**src/hdl/dlib_pkg.sv**
```systemverilog
package dlib_pkg;

    localparam int C_LANES = 64;

    localparam logic [31:0] C_ZERO_SEED    = 32'h0000_0963;
    localparam logic [31:0] C_GOLDEN       = 32'h9E37_79B9;
    localparam logic [31:0] C_INJ_MUL      = 32'd1103515245;
    localparam logic [31:0] C_INJ_ADD      = 32'd12345;
    localparam logic [31:0] C_STEP_MUL     = 32'd1664525;
    localparam logic [31:0] C_STEP_ADD     = 32'd1013904223;
    localparam logic [31:0] C_CHK_MUL      = 32'hA5A5_A5A5;
    localparam logic [31:0] C_CHK_LANE_MUL = 32'd17;
    localparam int          C_PHI_SIGMA    = 91830;
    localparam int          C_ALPHA        = 16384;
    // Drive gain in Q16, about 0.35.
    localparam int          C_GAIN         = (C_PHI_SIGMA * C_ALPHA) >> 16;
    localparam logic [16:0] C_LEVEL_ONE    = 17'd65536;

    typedef enum logic [1:0] {
        OP_INIT   = 2'd0,
        OP_INJECT = 2'd1,
        OP_STEP   = 2'd2,
        OP_READ   = 2'd3
    } t_op;

    typedef struct packed {
        t_op         operation;
        logic [31:0] init_seed;
        logic [31:0] salt;
    } t_cmd;

    typedef struct packed {
        logic [31:0] checksum;
        logic [31:0] step_total;
    } t_res;

    // One lane of the bank as it sits in the lane memory.
    typedef struct packed {
        logic [16:0] prev;
        logic [16:0] level;
        logic [15:0] drv;
    } t_row;

    typedef enum logic [2:0] {
        ST_BOOT,
        ST_IDLE,
        ST_WALK,
        ST_DRAIN,
        ST_DONE
    } t_state;

    typedef struct packed {
        logic start;
        logic boot;
        logic issue;
        logic load_result;
    } t_dp_ctl;

    typedef struct packed {
        logic last_lane;
        logic pipe_busy;
    } t_dp_sts;

endpackage

```
**src/hdl/dlib_if.sv**
```systemverilog
interface dlib_cmd_if;
    import dlib_pkg::*;

    logic valid;
    logic ready;
    t_cmd payload;

    modport source (output valid, output payload, input ready);
    modport sink (input valid, input payload, output ready);
endinterface

interface dlib_res_if;
    import dlib_pkg::*;

    logic valid;
    logic ready;
    t_res payload;

    modport source (output valid, output payload, input ready);
    modport sink (input valid, input payload, output ready);
endinterface

```
**src/hdl/dithered_leaky_integrator_bank.sv**
```systemverilog
// Bank of LANES leaky integrators in Q16 with dithered drives.
// Commands come in on i_cmd (operation, init_seed, salt); each command
// returns exactly one item on o_res (checksum, step_total). Operation codes
// are init, inject, step and read; read only recomputes the checksum.
// Every command walks the lane memory once, one lane per cycle, with the
// seed chain carried from lane to lane, and its result is loaded into the
// result register once the lane pipeline has drained. Commands do not
// overlap: a new command is taken once the previous walk has finished, even
// while its result still waits. If the receiver stalls, the finished walk of
// the next command holds in place until the output register frees; no result
// is dropped. After reset the block runs an init pass with seed zero over
// all lanes, during which i_cmd.ready is low and no result is sent.
module dithered_leaky_integrator_bank #(
    parameter int LANES = dlib_pkg::C_LANES
) (
    input  logic              i_clk,
    input  logic              i_rst_n,
    dlib_cmd_if.sink          i_cmd,
    dlib_res_if.source        o_res
);
    import dlib_pkg::*;

    t_dp_ctl dp_ctl;
    t_dp_sts dp_sts;
    logic    cmd_ready;
    logic    res_valid;
    t_res    res;

    dlib_ctrl u_ctrl (
        .i_clk       (i_clk),
        .i_rst_n     (i_rst_n),
        .i_cmd_valid (i_cmd.valid),
        .o_cmd_ready (cmd_ready),
        .o_res_valid (res_valid),
        .i_res_ready (o_res.ready),
        .i_sts       (dp_sts),
        .o_ctl       (dp_ctl)
    );

    dlib_datapath #(
        .LANES (LANES)
    ) u_datapath (
        .i_clk   (i_clk),
        .i_rst_n (i_rst_n),
        .i_ctl   (dp_ctl),
        .o_sts   (dp_sts),
        .i_cmd   (i_cmd.payload),
        .o_res   (res)
    );

    assign i_cmd.ready   = cmd_ready;
    assign o_res.valid   = res_valid;
    assign o_res.payload = res;

endmodule

```
**src/hdl/dlib_ctrl.sv**
```systemverilog
module dlib_ctrl (
    input  logic              i_clk,
    input  logic              i_rst_n,
    input  logic              i_cmd_valid,
    output logic              o_cmd_ready,
    output logic              o_res_valid,
    input  logic              i_res_ready,
    input  dlib_pkg::t_dp_sts i_sts,
    output dlib_pkg::t_dp_ctl o_ctl
);
    import dlib_pkg::*;

    t_state r_state;
    t_state n_state;
    logic   r_boot;
    logic   n_boot;
    logic   r_res_valid;
    logic   n_res_valid;

    always_ff @(posedge i_clk) begin
        if (!i_rst_n) begin
            r_state     <= ST_BOOT;
            r_boot      <= 1'b1;
            r_res_valid <= 1'b0;
        end else begin
            r_state     <= n_state;
            r_boot      <= n_boot;
            r_res_valid <= n_res_valid;
        end
    end

    always_comb begin
        n_state = r_state;
        n_boot  = r_boot;
        case (r_state)
            ST_BOOT: begin
                n_state = ST_WALK;
            end
            ST_IDLE: begin
                if (i_cmd_valid) begin
                    n_state = ST_WALK;
                end
            end
            ST_WALK: begin
                if (i_sts.last_lane) begin
                    n_state = ST_DRAIN;
                end
            end
            ST_DRAIN: begin
                if (!i_sts.pipe_busy) begin
                    // The pass after reset leaves no item to answer.
                    n_boot  = 1'b0;
                    n_state = r_boot ? ST_IDLE : ST_DONE;
                end
            end
            ST_DONE: begin
                if (!r_res_valid || i_res_ready) begin
                    n_state = ST_IDLE;
                end
            end
            default: begin
                n_state = ST_IDLE;
            end
        endcase
    end

    always_comb begin
        o_cmd_ready       = 1'b0;
        o_ctl             = '0;
        case (r_state)
            ST_BOOT: begin
                o_ctl.start = 1'b1;
                o_ctl.boot  = 1'b1;
            end
            ST_IDLE: begin
                o_cmd_ready = 1'b1;
                o_ctl.start = i_cmd_valid;
            end
            ST_WALK: begin
                o_ctl.issue = 1'b1;
            end
            ST_DONE: begin
                o_ctl.load_result = !r_res_valid || i_res_ready;
            end
            default: begin
                o_ctl = '0;
            end
        endcase
        if (o_ctl.load_result) begin
            n_res_valid = 1'b1;
        end else if (i_res_ready) begin
            n_res_valid = 1'b0;
        end else begin
            n_res_valid = r_res_valid;
        end
    end

    assign o_res_valid = r_res_valid;

    a_load_free: assert property (@(posedge i_clk) disable iff (!i_rst_n)
        o_ctl.load_result |-> (!r_res_valid || i_res_ready))
        else $error("result loaded over an item not yet taken");

    a_no_accept_boot: assert property (@(posedge i_clk) disable iff (!i_rst_n)
        r_boot |-> !(o_cmd_ready && i_cmd_valid))
        else $error("item accepted during the reset pass");

    a_walk_ends: assert property (@(posedge i_clk) disable iff (!i_rst_n)
        (r_state == ST_WALK && i_sts.last_lane) |=> (r_state == ST_DRAIN))
        else $error("lane walk did not end after the last lane");

endmodule

```
**src/hdl/dlib_datapath.sv**
```systemverilog
module dlib_datapath #(
    parameter int LANES = dlib_pkg::C_LANES
) (
    input  logic              i_clk,
    input  logic              i_rst_n,
    input  dlib_pkg::t_dp_ctl i_ctl,
    output dlib_pkg::t_dp_sts o_sts,
    input  dlib_pkg::t_cmd    i_cmd,
    output dlib_pkg::t_res    o_res
);
    import dlib_pkg::*;

    localparam int LW = (LANES > 1) ? $clog2(LANES) : 1;
    localparam int RW = LW + 1;
    localparam int DQ = 65536 / LANES;
    localparam int DR = 65536 % LANES;

    t_row mem [LANES];

    t_op         r_op;
    logic [31:0] r_seed;
    logic [31:0] r_count;
    logic [LW-1:0] r_lane;
    logic [31:0] r_kgold;
    logic [15:0] r_drv_q;
    logic [RW-1:0] r_drv_r;
    logic [31:0] r_chk;

    logic          r_b_valid;
    logic [LW-1:0] r_b_lane;
    logic [11:0]   r_b_jit;
    logic [15:0]   r_b_drv;
    t_row          r_q;

    logic          r_c_valid;
    logic [LW-1:0] r_c_lane;
    logic [16:0]   r_c_level;

    t_res r_res;

    logic [31:0]   inj_next;
    logic [31:0]   step_next;
    logic [RW-1:0] rem_sum;
    logic          rem_wrap;
    logic [15:0]   dyn;
    logic [30:0]   prod;
    logic [18:0]   prev3;
    logic [17:0]   v_sum;
    t_row          new_row;
    logic [31:0]   chk_mix;

    assign inj_next  = r_seed * C_INJ_MUL + C_INJ_ADD;
    assign step_next = r_seed * C_STEP_MUL + C_STEP_ADD;

    // Lane drive after init is floor(k * 65536 / LANES), kept as quotient and remainder.
    assign rem_sum  = r_drv_r + RW'(DR);
    assign rem_wrap = (rem_sum >= RW'(LANES));

    always_ff @(posedge i_clk) begin
        if (i_ctl.start) begin
            r_lane  <= '0;
            r_kgold <= '0;
            r_drv_q <= '0;
            r_drv_r <= '0;
            if (i_ctl.boot) begin
                r_op    <= OP_INIT;
                r_seed  <= C_ZERO_SEED;
                r_count <= '0;
            end else begin
                r_op <= i_cmd.operation;
                case (i_cmd.operation)
                    OP_INIT: begin
                        r_seed  <= (i_cmd.init_seed == '0) ? C_ZERO_SEED : i_cmd.init_seed;
                        r_count <= '0;
                    end
                    OP_INJECT: begin
                        r_seed <= r_seed ^ (i_cmd.salt * C_GOLDEN);
                    end
                    OP_STEP: begin
                        r_count <= r_count + 32'd1;
                    end
                    default: begin
                        r_seed <= r_seed;
                    end
                endcase
            end
        end else if (i_ctl.issue) begin
            r_lane  <= r_lane + LW'(1);
            r_kgold <= r_kgold + C_GOLDEN;
            if (rem_wrap) begin
                r_drv_r <= rem_sum - RW'(LANES);
                r_drv_q <= r_drv_q + 16'(DQ) + 16'd1;
            end else begin
                r_drv_r <= rem_sum;
                r_drv_q <= r_drv_q + 16'(DQ);
            end
            case (r_op)
                OP_INJECT: r_seed <= inj_next;
                OP_STEP:   r_seed <= step_next;
                default:   r_seed <= r_seed;
            endcase
        end
    end

    // Issue stage: read the lane and carry along what the seed chain gives it.
    always_ff @(posedge i_clk) begin
        if (!i_rst_n) begin
            r_b_valid <= 1'b0;
        end else begin
            r_b_valid <= i_ctl.issue;
        end
    end

    always_ff @(posedge i_clk) begin
        if (i_ctl.issue) begin
            r_q      <= mem[r_lane];
            r_b_lane <= r_lane;
            r_b_jit  <= r_seed[11:0] ^ r_kgold[11:0];
            r_b_drv  <= (r_op == OP_INIT) ? r_drv_q : inj_next[15:0];
        end
    end

    // Update stage: new lane contents, written back to the same lane.
    assign dyn   = r_q.drv ^ {4'b0, r_b_jit};
    assign prod  = 31'(dyn) * 31'(C_GAIN);
    assign prev3 = {2'b0, r_q.prev} + {1'b0, r_q.prev, 1'b0};
    assign v_sum = 18'(prev3[18:2]) + 18'(prod[30:16]);

    always_comb begin
        case (r_op)
            OP_INIT: begin
                new_row.prev  = C_LEVEL_ONE;
                new_row.level = '0;
                new_row.drv   = r_b_drv;
            end
            OP_INJECT: begin
                new_row.prev  = r_q.prev;
                new_row.level = r_q.level;
                new_row.drv   = r_b_drv;
            end
            OP_STEP: begin
                new_row.prev  = v_sum[16:0];
                new_row.level = v_sum[16:0];
                new_row.drv   = r_q.drv;
            end
            default: begin
                new_row = r_q;
            end
        endcase
    end

    always_ff @(posedge i_clk) begin
        if (r_b_valid) begin
            mem[r_b_lane] <= new_row;
        end
    end

    always_ff @(posedge i_clk) begin
        if (!i_rst_n) begin
            r_c_valid <= 1'b0;
        end else begin
            r_c_valid <= r_b_valid;
        end
    end

    always_ff @(posedge i_clk) begin
        if (r_b_valid) begin
            r_c_level <= new_row.level;
            r_c_lane  <= r_b_lane;
        end
    end

    // Checksum stage. The seed value is set when lane zero is issued, before its level
    // has passed the issue and update stage registers to reach this stage.
    assign chk_mix = r_chk ^ (32'(r_c_level) + 32'(r_c_lane) * C_CHK_LANE_MUL);

    always_ff @(posedge i_clk) begin
        if (i_ctl.issue && r_lane == '0) begin
            r_chk <= r_count * C_CHK_MUL;
        end else if (r_c_valid) begin
            r_chk <= {chk_mix[28:0], chk_mix[31:29]};
        end
    end

    always_ff @(posedge i_clk) begin
        if (i_ctl.load_result) begin
            r_res.checksum   <= r_chk;
            r_res.step_total <= r_count;
        end
    end

    assign o_sts.last_lane = (r_lane == LW'(LANES - 1));
    assign o_sts.pipe_busy = r_b_valid || r_c_valid;
    assign o_res           = r_res;

    a_chk_base_clean: assert property (@(posedge i_clk) disable iff (!i_rst_n)
        (i_ctl.issue && r_lane == '0) |-> (!r_b_valid && !r_c_valid))
        else $error("checksum base set while lanes are still in flight");

    a_no_start_busy: assert property (@(posedge i_clk) disable iff (!i_rst_n)
        i_ctl.start |-> !(r_b_valid || r_c_valid))
        else $error("new item started before the lane pipeline drained");

    a_result_idle: assert property (@(posedge i_clk) disable iff (!i_rst_n)
        i_ctl.load_result |-> !(r_b_valid || r_c_valid || i_ctl.issue))
        else $error("result loaded before the checksum was complete");

endmodule

```
**src/flat_wrapper.sv**
```systemverilog
// flat-port wrapper written by rule: the top's interface ports become plain ports
module dithered_leaky_integrator_bank_flat import dlib_pkg::*;
#(
    parameter int LANES = dlib_pkg::C_LANES
)
  (i_clk, i_rst_n, i_cmd_valid, i_cmd_payload, i_cmd_ready, o_res_valid, o_res_payload, o_res_ready);
  dlib_cmd_if i_cmd_i ();
  dlib_res_if o_res_i ();
  input  logic i_clk;
  input  logic i_rst_n;
  input wire logic [$bits(i_cmd_i.valid)-1:0] i_cmd_valid;
  input wire logic [$bits(i_cmd_i.payload)-1:0] i_cmd_payload;
  output wire logic [$bits(i_cmd_i.ready)-1:0] i_cmd_ready;
  output wire logic [$bits(o_res_i.valid)-1:0] o_res_valid;
  output wire logic [$bits(o_res_i.payload)-1:0] o_res_payload;
  input wire logic [$bits(o_res_i.ready)-1:0] o_res_ready;
  assign i_cmd_i.valid = i_cmd_valid;
  assign i_cmd_i.payload = i_cmd_payload;
  assign i_cmd_ready = i_cmd_i.ready;
  assign o_res_valid = o_res_i.valid;
  assign o_res_payload = o_res_i.payload;
  assign o_res_i.ready = o_res_ready;
  dithered_leaky_integrator_bank #(.LANES(LANES)) u_core (.i_clk(i_clk), .i_rst_n(i_rst_n), .i_cmd(i_cmd_i), .o_res(o_res_i));
endmodule
```
**config.mk**
```make
export PLATFORM = sky130hd
export DESIGN_NAME = dithered_leaky_integrator_bank_flat
export DESIGN_NICKNAME = d
export VERILOG_FILES = /design/src/hdl/dlib_pkg.sv /design/src/hdl/dlib_if.sv /design/src/hdl/dithered_leaky_integrator_bank.sv /design/src/hdl/dlib_ctrl.sv /design/src/hdl/dlib_datapath.sv /design/src/flat_wrapper.sv
export SDC_FILE = /design/constraint.sdc
export NUM_CORES = 2
export LEC_CHECK = 0
export BUFFER_PORTS_ARGS = -buffer_cell sky130_fd_sc_hd__buf_2
export CORE_ASPECT_RATIO = 0.75
export CORE_MARGIN = 8
export CORE_UTILIZATION = 40
export CTS_CLUSTER_SIZE = 8
export DETAILED_ROUTE_END_ITERATION = 12
export SYNTH_ARGS = -nofsm -noshare
export SYNTH_HDL_FRONTEND = slang
export SYNTH_HIERARCHICAL = 1
export SYNTH_SLANG_ARGS = --single-unit
export TNS_END_PERCENT = 5
```
**constraint.sdc**
```tcl
create_clock -name i_clk -period 21.1 [get_ports i_clk]
set_clock_uncertainty 0.2 [all_clocks]
set_input_delay 0 -clock i_clk [delete_from_list [all_inputs] [get_ports i_clk]]
set_output_delay 0 -clock i_clk [all_outputs]
set_load 0.1 [all_outputs]
```
Word-level counts from Yosys, hierarchy flattened
Memories as Yosys holds them, arrays and structs flattened. A register that Yosys moved wholly into a read port is not among the register bits. Cells that the tools add are included.

Bits in registers: 287. RAM bits: 3200. Bits of input ports: 70. Output and inout port bits: 66. Logic and storage cells: 104. Memories: 1.

Add/sub/neg operators: 11. Multipliers: 6. Magnitude comparators: 1. Equal/unequal tests: 14. Muxes and demuxes: 27. Bitwise gates (word level): 5. Reduce and logical (&&, ||, !) cells: 19.

Memory list: u_core.u_datapath.mem (words 64, bits a word 50, rd ports 1, clocked after Yosys merged registers in 1, write ports 1, line dlib_datapath.sv:18) `t_row mem [LANES];`.

Operators by type and width (number): 32-bit 2-to-1 mux (6); 32-bit case mux with 2 select lines (3); 50-bit case mux with 3 select lines (1); 32-bit by 32-bit multiplier with 32-bit output, second input constant (2); 32-bit by 1-bit adder with 32-bit output, second input constant (1); 32-bit by 14-bit adder with 32-bit output, second input constant (1); 32-bit by 30-bit adder with 32-bit output, second input constant (1); 32-bit adder, second input constant (1); 32-bit zero test (1); 32-bit by 21-bit multiplier with 32-bit output, second input constant (1); 32-bit by 31-bit multiplier with 32-bit output, second input constant (1); 16-bit 2-to-1 mux (2); 32-bit by 18-bit bitwise XOR with 32-bit output (1); 32-bit bitwise XOR (1); 16-bit by 15-bit multiplier with 31-bit output, second input constant (1); 17-bit by 18-bit adder with 19-bit output (1); 17-bit by 11-bit adder with 18-bit output (1); 17-bit by 15-bit adder with 17-bit output (1); 16-bit by 1-bit adder with 16-bit output, second input constant (1); 16-bit by 11-bit adder with 16-bit output, second input constant (1); 16-bit by 12-bit bitwise XOR with 16-bit output (1); 3-bit 2-to-1 mux (5); 3-bit case mux with 5 select lines (1); 12-bit bitwise XOR (1); 27 further kinds (46).

Depth between registers and ports, before layout
Word-level depth: 5. Depth in mapped cells: 35. Depth with buffers taken out: 35.

Modules after synthesis
Netlist, hierarchy kept.

By module, submodules not included: dlib_datapath (times used 1, cells each 7979, area an instance 154597.0 sq um, sequential area each 104430.2 sq um); dlib_ctrl (times used 1, cells each 30, area an instance 275.3 sq um, sequential area each 100.1 sq um).

Least setup slack after synthesis
Ideal clock, no wire load.

Path kind: flip-flop to flip-flop. From: reg u_core/u_datapath/r_q[9] (netlist name). To: mem u_core/u_datapath/mem[0][49] in the netlist's numbering (data pin). Library setup time: 569 ps. Arrival time: 9325 ps. Data required time: 20331 ps. Setup slack: 11005 ps. Cell stages (with the launch flop): 36. Buffers on the path: 0. Clock period less this slack: 10095 ps. Path through: edfxtp_1 -> xnor2_1 -> inv_1 -> ha_1 -> inv_1 -> fa_1 -> inv_1 -> fa_1 -> inv_1 -> fa_1 -> inv_1 -> fa_1 -> inv_1 -> fa_1 -> inv_1 -> ha_1 -> nand2_1 -> a211oi_1 -> a221oi_2 -> a21oi_1 -> o21ai_1 -> nand2b_1 -> a21o_1 -> xor2_1 -> ha_1 -> inv_1 -> fa_1 -> nand2b_1 -> a21oi_1 -> o211a_1 -> o31ai_1 -> a21oi_1 -> a41oi_1 -> a21boi_2 -> xor2_1 -> a2bb2oi_1.

RTL lines (line): end, declared (dlib_datapath.sv:18).

==> flow_summary.toml <==
[run_status]
status = "complete, no violations"

[clocking]
tritoncts_clock_tree = "yes"
worstSkewPairLatency_ps = 990
post_cts.repair.setup_buffers = 0
cts_sinks = 3495
clock_transition_time_at_the_flip_flop_clock_pins_of_the_worst_setup_and_hold_paths_ps = 50
clock_tree.buffer_depth = 4
cts_made_buffers = 480
h-tree-depth = 5
post_cts_resize_count = 0
clock_tree_root_driver_cell = "clkbuf_16"

[drt]
route.detailed.vias_per_inst = 5.77
detailroute.via_count = 80000
drt-initial-drc-count = 10200
drc_errors = 0
antenna_left = 0
detailed_route_wire_length_per_cell_um = 31.4
detail_route.first_pass.iterations = 6
wl_um = 436000

[sta]
max_freq_ghz = 0.0890
rsz0062_at_grt = "no"
layout_worst_path_cycle_share = 0.532
worstMarginPinSlew_ps = 1330
slew_viol_final = 0
setup_viol = 0
period_minus_ws_final_ps = 11230
final_hold_viol_count = 0
timing.slew.headroom = 0.116
totalNegativeSetupSlack_ps = 0

[cells_and_area]
mostFrequentLayoutCell = "edfxtp_1"
layout_area_overhead_pct = 13.8
finish.net_count = 9553
top_library_cells_by_usage_in_the_layout_fill_and_taps_aside = "edfxtp_1, mux4_2, inv_1"
post_route_cells_drive_above_1_share = 0.225
finished_layout_cell_area_um2 = 176000

[critical_path]
required_ps = 21460
end_kind = "flop"
cp_max_fo = 65
cpPeakStageDelay_ps = 1050
crit_family = "adder cells"
crit_path_frequent_cell = "inv_1"
setup.worst_path.start = "u_core/u_datapath/r_q[9]"
worstSetupStartpointType = "flop"
slowest_stage = "a22o_2"
critPathBufInv = 8
crit_arrival_ps = 11600
timing.reg2reg.worst_path_depth = 35
worst-setup-path-type = "flop to flop"
worstSetupPathDepth = 35
startpoint_of_the_worst_register_to_register_path = "u_core/u_datapath/r_q[9]"

[grt]
grt_first_pass_wirelength_um = 615000
grt.overflow.total = 0
grt_start_max_net_pins = 116
grt_pass1_vias = 80700
antenna_found_initial = 24
grt.total_usage = 0.210

[job]
drv.max_cap_violation_count = 0

[logic_synthesis]
mappedNetlistNets = 8997
synth-edff-count = 3453
synth.ff_latch_count = 3495
netlist_area_um2 = 155000
synth_sequential_area_ratio = 0.675
synth.avg_cell_area_um2 = 19.3
synth.yosys.warnings = 6
dominantRegCellSynth = "edfxtp_1"
synth-async-reset-ratio = 0
postSynthCellCount = 8009
synth.distinct_cells = 83

[die]
rows = 198
die-width_um = 735
total_die_area_um2 = 408000
die_height_um = 555
core_area_um2 = 387000
i_o_pin_total = 136
initial_utilization = 0.400

[worst_hold_path]
hold_path_startpoint = "i_cmd_payload[65]"
holdPathStages = 5
hold_path_class = "input pin to flop"

[placement]
globalplace.congestion = 0.847
detailed_place.area_um2 = 163000
dpl.hpwl_um = 252000
port_buffers = 119
## final timing paths
path / endpoint / slack, ps
setup / recovery: u_core/u_datapath/mem[60][32] / 9870
hold / removal: u_core/u_datapath/r_seed[9] / 70
setup reg to reg: u_core/u_datapath/mem[60][32] / 9870
hold reg to reg: u_core/u_datapath/o_res[61] / 250
## per-stage QoR
step / setup slack [ps] / hold WS, ps / instances / utilization
after detailed placement: 10050 / 26.8 / 13200 / 0.421
after global placement: 10090 / 22.3 / 13200 / 0.421
after global routing: 9310 / 74.6 / 13900 / 0.456
after CTS: 9950 / 0.676 / 13900 / 0.456
final: 9870 / 74.0 / 13900 / 0.456
after floorplan: 11010 / -138 / 8009 / -
## cell usage after synthesis, types with 11 or more instances
master / n / area share
nand4_1: 16 / 0.00065
mux2_2: 19 / 0.0014
a21oi_1: 145 / 0.0047
buf_2: 104 / 0.0034
or3_1: 18 / 0.00073
nor2_1: 221 / 0.0054
o21a_1: 19 / 0.00092
edfxtp_1: 3453 / 0.67
o22ai_1: 37 / 0.0015
clkbuf_1: 145 / 0.0035
nor4_1: 11 / 0.00044
inv_1: 701 / 0.017
a211oi_1: 56 / 0.0027
nor2b_1: 38 / 0.0015
nand2b_1: 25 / 0.0010
or2_2: 11 / 0.00044
fa_1: 347 / 0.045
ha_1: 571 / 0.046
a31oi_1: 19 / 0.00077
buf_4: 18 / 0.00087
xnor2_1: 206 / 0.012
xor2_1: 120 / 0.0068
o21ai_0: 71 / 0.0023
mux4_2: 967 / 0.14
mux2i_1: 108 / 0.0070
nor3_1: 31 / 0.0010
buf_1: 39 / 0.00095
a21o_1: 48 / 0.0023
nand3_1: 33 / 0.0011
nand2_1: 215 / 0.0052
dfxtp_1: 42 / 0.0054
## kinds of logic (layout without fill, tap and decap cells)
| logic type | count (synthesis) | after routing | synth area share |
|---|---|---|---|
| multiplexers | 1094 | 1094 | 0.149 |
| other | 0 | 4 | 0 |
| AND/OR/NAND/NOR | 668 | 668 | 0.0198 |
| AO/OA/AOI/OAI | 494 | 494 | 0.0206 |
| flip-flops | 3495 | 3495 | 0.675 |
| adder cells (fa/ha/maj) | 919 | 919 | 0.0910 |
| XOR/XNOR | 327 | 327 | 0.0185 |
| buffers and inverters | 1012 | 1670 | 0.0260 |
## flip-flops by register name, summed over array words and instances (netlist names), 12 cells and up
name,cells
u_core/u_datapath/r_kgold,12
u_core/u_datapath/r_c_level,17
u_core/u_datapath/r_count,32
u_core/u_datapath/mem,3200
u_core/u_datapath/r_seed,16
u_core/u_datapath/o_res,64
u_core/u_datapath/r_q,50
u_core/u_datapath/r_b_drv,16
u_core/u_datapath/r_chk,32
u_core/u_datapath/r_b_jit,12
u_core/u_datapath/r_drv_q,16
## tightest hold or removal path, stage by stage
cell and delay (ps):
dlygate4sd3_1 570, buf_2 130, nor2b_1 120, nor2_1 130, o32ai_1 100
## metal layers
| layer | track usage | vias up | share of wire |
|---|---|---|---|
| met3 | 0.0524 | 559 | 0.11 |
| li1 | - | 32500 | - |
| met5 | 0 | - | 0.000030 |
| met4 | 0.0448 | 2 | 0.021 |
| met1 | 0.321 | 42900 | 0.43 |
| met2 | 0.306 | 4060 | 0.43 |
## cell type report
class / instances / area, um^2
antenna: 4 / 10.0
clock buffer: 561 / 12400
clock inverter: 23 / 328
fill: 32300 / 211000
inverter: 701 / 2630
multi-input combinational: 3502 / 46900
sequential: 3495 / 105000
tap: 5200 / 6510
timing repair buffer: 385 / 2820
## what timing repair did
item	CTS	global route
hold buffers	52	0
endpoints found under the setup margin	0	0
endpoints found under the hold margin	205	0
Power is left out: the tool's default activity adds up to more than one toggle a clock period on the data nets, which glitch-free logic cannot reach.
